<file path="src/rtl/mmt_zero_find.sv">
// Priority encoder that locates the lowest clear bit of a vector.
module mmt_zero_find #(
   parameter int WIDTH = 64,
   parameter int IDX_W = 6
) (
   input  logic [WIDTH-1:0] vec,
   output logic             found,
   output logic [IDX_W-1:0] idx
);

   // Scan from the top so the lowest clear bit wins
   always_comb begin
      found = ~&vec;
      idx   = '0;
      for (int i = WIDTH - 1; i >= 0; i--) begin
         if (!vec[i]) begin
            idx = IDX_W'(i);
         end
      end
   end

endmodule

</file>
<file path="config.mk">
export PLATFORM = sky130hd
export DESIGN_NAME = mmt_zero_find
export DESIGN_NICKNAME = d
export VERILOG_FILES = /design/src/rtl/mmt_zero_find.sv
export SDC_FILE = /design/constraint.sdc
export NUM_CORES = 1
export LEC_CHECK = 0
export BUFFER_PORTS_ARGS = -buffer_cell sky130_fd_sc_hd__buf_2
export CORE_MARGIN = 4
export CORE_UTILIZATION = 43
export DETAILED_ROUTE_END_ITERATION = 10
export PLACE_DENSITY = 0.91
export SETUP_SLACK_MARGIN = 0.02
export SYNTH_ARGS = -nofsm -noshare
export SYNTH_HDL_FRONTEND = slang
export SYNTH_SLANG_ARGS = --single-unit
</file>
<file path="constraint.sdc">
create_clock -name vclk -period 2.2
set_clock_uncertainty 0.1 [all_clocks]
set_input_delay 0.33 -clock vclk [all_inputs]
set_output_delay 0.33 -clock vclk [all_outputs]
set_load 0.01 [all_outputs]
</file>
==> flow_summary.ini, run 1 <==
[synth]
ys_seq_area_frac = 0
ys_top_cells_by_count = nand2_1, nor2_1, nand4_1, o21ai_0, inv_1
ys_warn_count = 0
yosysTopAreaCellShare = 0.1331
syn_nets = 211
ys_types = 31
netlist_instances = 147
synth.avg_cell_area_um2 = 5.371
syn-cell-area_um2 = 789.5
synth.area.top_cells = nand2_1, nand4_1, o21ai_0
synth_most_common_cell = nand2_1
synth_top_area_cell = nand2_1

[sta]
fin_crit_ns = 2.073
setup_violations = 0
worst_pin_slew_ns = 0.3574
hold_viol = 0
fin_hold_ws_ns = 0.9989
fmaxAchievable_ghz = 0.4825
period_share = 0.9421
slew_headroom = 0.7556
drv_slew = 0
finalSetupTns_ns = 0
rsz0062_at_grt = false

[floorplanning]
core_mm2 = 0.001727
rows = 15
die_x_um = 50.85
start_util = 0.4572
die_area_mm2 = 0.002586
dieHeight_um = 50.85
io_pins = 71

[power_and_ir_drop]
intPower_mw = 0.07579
combPwrFrac = 1.000
p_per_area_mw_per_mm2 = 135.4
leakagePower_nw = 0.6026
clockPowerShare = 0
total_power_mw = 0.1633
p_sw_mw = 0.08752
ir_drop_v = 0.00009421
switching_share = 0.5359
seqPwrFrac = 0

[clock_tree]
hold_buffers = 0

[routing]
via_per_inst = 5.611
initialDrtViolationCount = 35
wl_mm = 2.817
final_antenna_net_count = 0
drc = 0
vias = 1386
wl_per_cell_um = 11.40
drt_first_pass_iters = 4

[run]
cap_violations = 0

[final_layout]
n_sequential_cell = 0
final_layout_size_suffix_gt1_frac = 0.3468
layout.nets = 288
clock_buffers = 0
final_cells = 247
seqCellArea_um2 = 0
syn_to_final_growth_pct = 52.77
n_antenna_cell = 0

[worst_setup_path]
start_kind = input pin
timing.critical_path.to_type = primary output
cp_cell_sequence = buf_2, buf_4, nor2b_1, o21ai_0, a211oi_1, a211oi_1, o21ai_0, a21o_1, buf_2
slowest_stage = a211oi_1
path_delay_family = compound AO/OA/AOI/OAI gates
crit_buf_inv = 3
crit_fanout = 3
arrival_ns = 1.64
crit_required_ns = 1.77
criticalPathCategory = input pin to primary output
slowest_delay_ns = 0.23

[place]
placed_cells = 246
gp_congestion = 0.7923
place_hpwl_mm = 2.564
port_buffers = 71

[grt]
grt_usage = 0.2329
antenna_found_initial = 0
grt_pass1_wl_mm = 5.085
overflow = 0
grt_max_degree = 6
grt_pass1_vias = 1357

[hold_path]
hp-class = input pin to primary output

[run_status]
status = finished clean
what timing repair did:
item | 4_1_cts | 5_1_grt
endpoints found under the setup margin | 0 | 1
gates resized for setup | 0 | 1
setup buffers | 0 | 1
cells by family after synthesis:
logic type             after synthesis  synth area share
AND/OR/NAND/NOR                     87            0.5499
AO/OA/AOI/OAI                       49            0.3978
buffers and inverters               11           0.05230
stage by stage:
stage / setup WS [ns] / area (µm²) / utilization
2_1_floorplan: 0.2227 / 789.5 / -
3_3_place_gp: 0.03420 / 1199 / 0.6942
3_5_place_dp: 0.02870 / 1199 / 0.6942
4_1_cts: 0.02772 / 1199 / 0.6942
5_1_grt: 0.02419 / 1206 / 0.6986
6_report: 0.1274 / 1206 / 0.6986
cell usage in the layout (no fill, tap or decap), drive strengths merged, types with 3 or more instances in the layout:
cell / n
a211oi: 4
a21o: 3
a21oi: 9
a31oi: 4
and3: 3
buf: 75
inv: 11
nand2: 28
nand2b: 4
nand3: 9
nand4: 14
nor2: 16
nor3: 6
o21ai: 15
tightest hold or removal path, stage by stage:
cell and delay [ns]:
buf_2 0.12, nand4_1 0.12, a311oi_1 0.06, buf_2 0.14
power by group through the flow:
stage | registers [mW] | logic [mW] | clock network [mW]
floorplan | 0 | 0.0588 | 0
CTS | 0 | 0.161 | 0
global route | 0 | 0.186 | 0
global placement | 0 | 0.157 | 0
finish | 0 | 0.163 | 0
detailed placement | 0 | 0.161 | 0
final timing paths:
check / startpoint / end / slack [ns] / depth (start not counted)
worst max-delay path: vec[50] / idx[0] / 0.13 / 9
worst min-delay path: vec[4] / idx[3] / 1.0 / 4
layout make-up:
cell class,count,area [µm²]
fillers,169,520.5
multi-input cells,136,748.2
well taps,25,31.28
inverters,11,41.29
repair buffers,75,385.4
per-layer routing:
layer	vias up	part of all wire	GRT usage
met1	607	0.41	0.2782
met2	63	0.49	0.4522
li1	716	-	-
met5	-	0	0
met4	0	0	0.02242
met3	0	0.10	0.02915
Note: power is estimated with default switching activity, not from simulation.
==> run 2, diff against run 1 <==
--- a/config.mk
+++ b/config.mk
@@ -7,10 +7,10 @@
 export LEC_CHECK = 0
 export BUFFER_PORTS_ARGS = -buffer_cell sky130_fd_sc_hd__buf_2
 export CORE_MARGIN = 4
-export CORE_UTILIZATION = 43
+export CORE_UTILIZATION = 36
 export DETAILED_ROUTE_END_ITERATION = 10
-export PLACE_DENSITY = 0.91
-export SETUP_SLACK_MARGIN = 0.02
+export PLACE_DENSITY = 0.81
+export SETUP_SLACK_MARGIN = 0.3
 export SYNTH_ARGS = -nofsm -noshare
 export SYNTH_HDL_FRONTEND = slang
 export SYNTH_SLANG_ARGS = --single-unit
==> constraint.sdc (replaced) <==
create_clock -name vclk -period 1.7
set_clock_uncertainty 0.1 [all_clocks]
set_input_delay 0.255 -clock vclk [all_inputs]
set_output_delay 0.255 -clock vclk [all_outputs]
set_load 0.01 [all_outputs]
==> flow_summary.ini, run 2 (synthesis results as in run 1) <==
[final_layout]
n_antenna_cell = 0
final_common_cell = buf_2
multi_input_area_um2 = 912.1
clock_buffers = 0
n_sequential_cell = 0
final_layout_size_suffix_gt1_frac = 0.5181
syn_to_final_growth_pct = 120.3
seqCellArea_um2 = 0
final.fill_count = 122
most-common-layout-cells = buf_2, nand2_1, buf_4
layout.nets = 315

[place]
pre_cts_slack_ns = -0.2188
gp_congestion = 0.8043
place_hpwl_mm = 2.750
port_buffers = 71

[power_and_ir_drop]
ir_drop_v = 0.0001590
leakagePower_nw = 0.8236
p_per_area_mw_per_mm2 = 201.6

[routing]
vias = 1745
wl_per_cell_um = 18.51
drt_first_pass_iters = 7
via_per_inst = 6.322
drc = 0
initialDrtViolationCount = 67
wl_mm = 5.110
final_antenna_net_count = 0

[worst_setup_path]
criticalPathCategory = input pin to primary output
slowest_stage = a311o_1
critPathMostFrequentCell = buf_2
crit_fanout = 2
crit_path_end = idx[3]
arrival_ns = 1.75
timing.critical_path.to_type = primary output
crit_required_ns = 1.34
slowest_delay_ns = 0.30
cp_cell_sequence = buf_2, nand4_1, or2_1, nor2_1, o21ai_1, a311o_1, a311oi_2, buf_2
cp-startpoint = vec[48]
start_kind = input pin

[grt]
grt_pass1_wl_mm = 5.830
antenna_found_initial = 0
grt_max_degree = 6
overflow = 0
grt_usage = 0.2585
grt_pass1_vias = 1501

[sta]
drv_slew = 0
fmaxAchievable_ghz = 0.4758
setup_violations = 7
rsz0062_at_grt = true
slew_headroom = 0.7395
period_share = 1.236
setup_slack_ns = -0.4018
hold_viol = 0
fin_crit_ns = 2.102
fin_hold_ws_ns = 0.8318
worst_pin_slew_ns = 0.3881

[run_status]
status = finished with violations
violations = negative setup slack

[floorplanning]
dieHeight_um = 54.83
io_pins = 71
die_area_mm2 = 0.003006
rows = 16
die_x_um = 54.83
core_mm2 = 0.002022
start_util = 0.3905

[hold_path]
hp-class = input pin to primary output
hold_depth = 4

[run]
cap_violations = 0
## run 2: cell types whose count changed in the layout (fill, tap and decap cells not counted), moves of 4 or more
cell     before  now
o21ai_1       1    5
buf_6         0   25
nor2_1       16   12
buf_4         4   26
buf_2        71   49
o21ai_0      14    9
## run 2: per-stage QoR
stage	util	setup TNS [ns]	total power [mW]	area, µm²	std cells
5_1_grt	0.8601	-1.347	0.3744	1739	276
6_report	0.8601	-1.076	0.3506	1739	276
2_1_floorplan	-	0	0.07714	799.5	147
4_1_cts	0.8076	-0.3519	0.2934	1633	275
3_3_place_gp	0.6696	-0.3176	0.2357	1354	267
3_5_place_dp	0.6696	-0.4005	0.2394	1354	267
## run 2: power by group
group | total, mW | internal [mW] | switching [mW]
sequential | 0 | 0 | 0
combinational | 0.351 | 0.181 | 0.169
clock | 0 | 0 | 0
## run 2: per-layer routing
metal	share of wire	track usage	routed length, µm	up-vias
li1	-	-	-	773
met1	0.34	0.2472	1736	782
met2	0.47	0.5197	2423	141
met3	0.11	0.04087	542	49
met4	0.080	0.1203	407	0
met5	0	0	0	-
## run 2: worst max-delay path, delay by kind of cell
kind	cells	cell delay [ns]
AO/OA/AOI/OAI	3	0.61
buffers and inverters	2	0.27
AND/OR/NAND/NOR	3	0.60
## run 2: worst min-delay path by stage
stage | startpoint | endpoint
2_1_floorplan | vec[4] | idx[3]
3_3_place_gp | vec[0] | idx[0]
3_5_place_dp | vec[0] | idx[0]
4_1_cts | vec[0] | idx[0]
5_1_grt | vec[23] | idx[0]
6_report | vec[23] | idx[0]
## run 2: timing repair
item,4_1_cts,5_1_grt
hold buffers,0,0
buffers inserted,8,1
pin swaps,17,12
gates resized for setup,50,20
cloned,0,0
setup endpoints to repair,7,7
## run 2: layout make-up
| type | instances | share of cell area |
|---|---|---|
| tap | 27 | 0.01942 |
| multi-input combinational | 136 | 0.5245 |
| timing repair buffer | 102 | 0.4324 |
| inverter | 11 | 0.02374 |
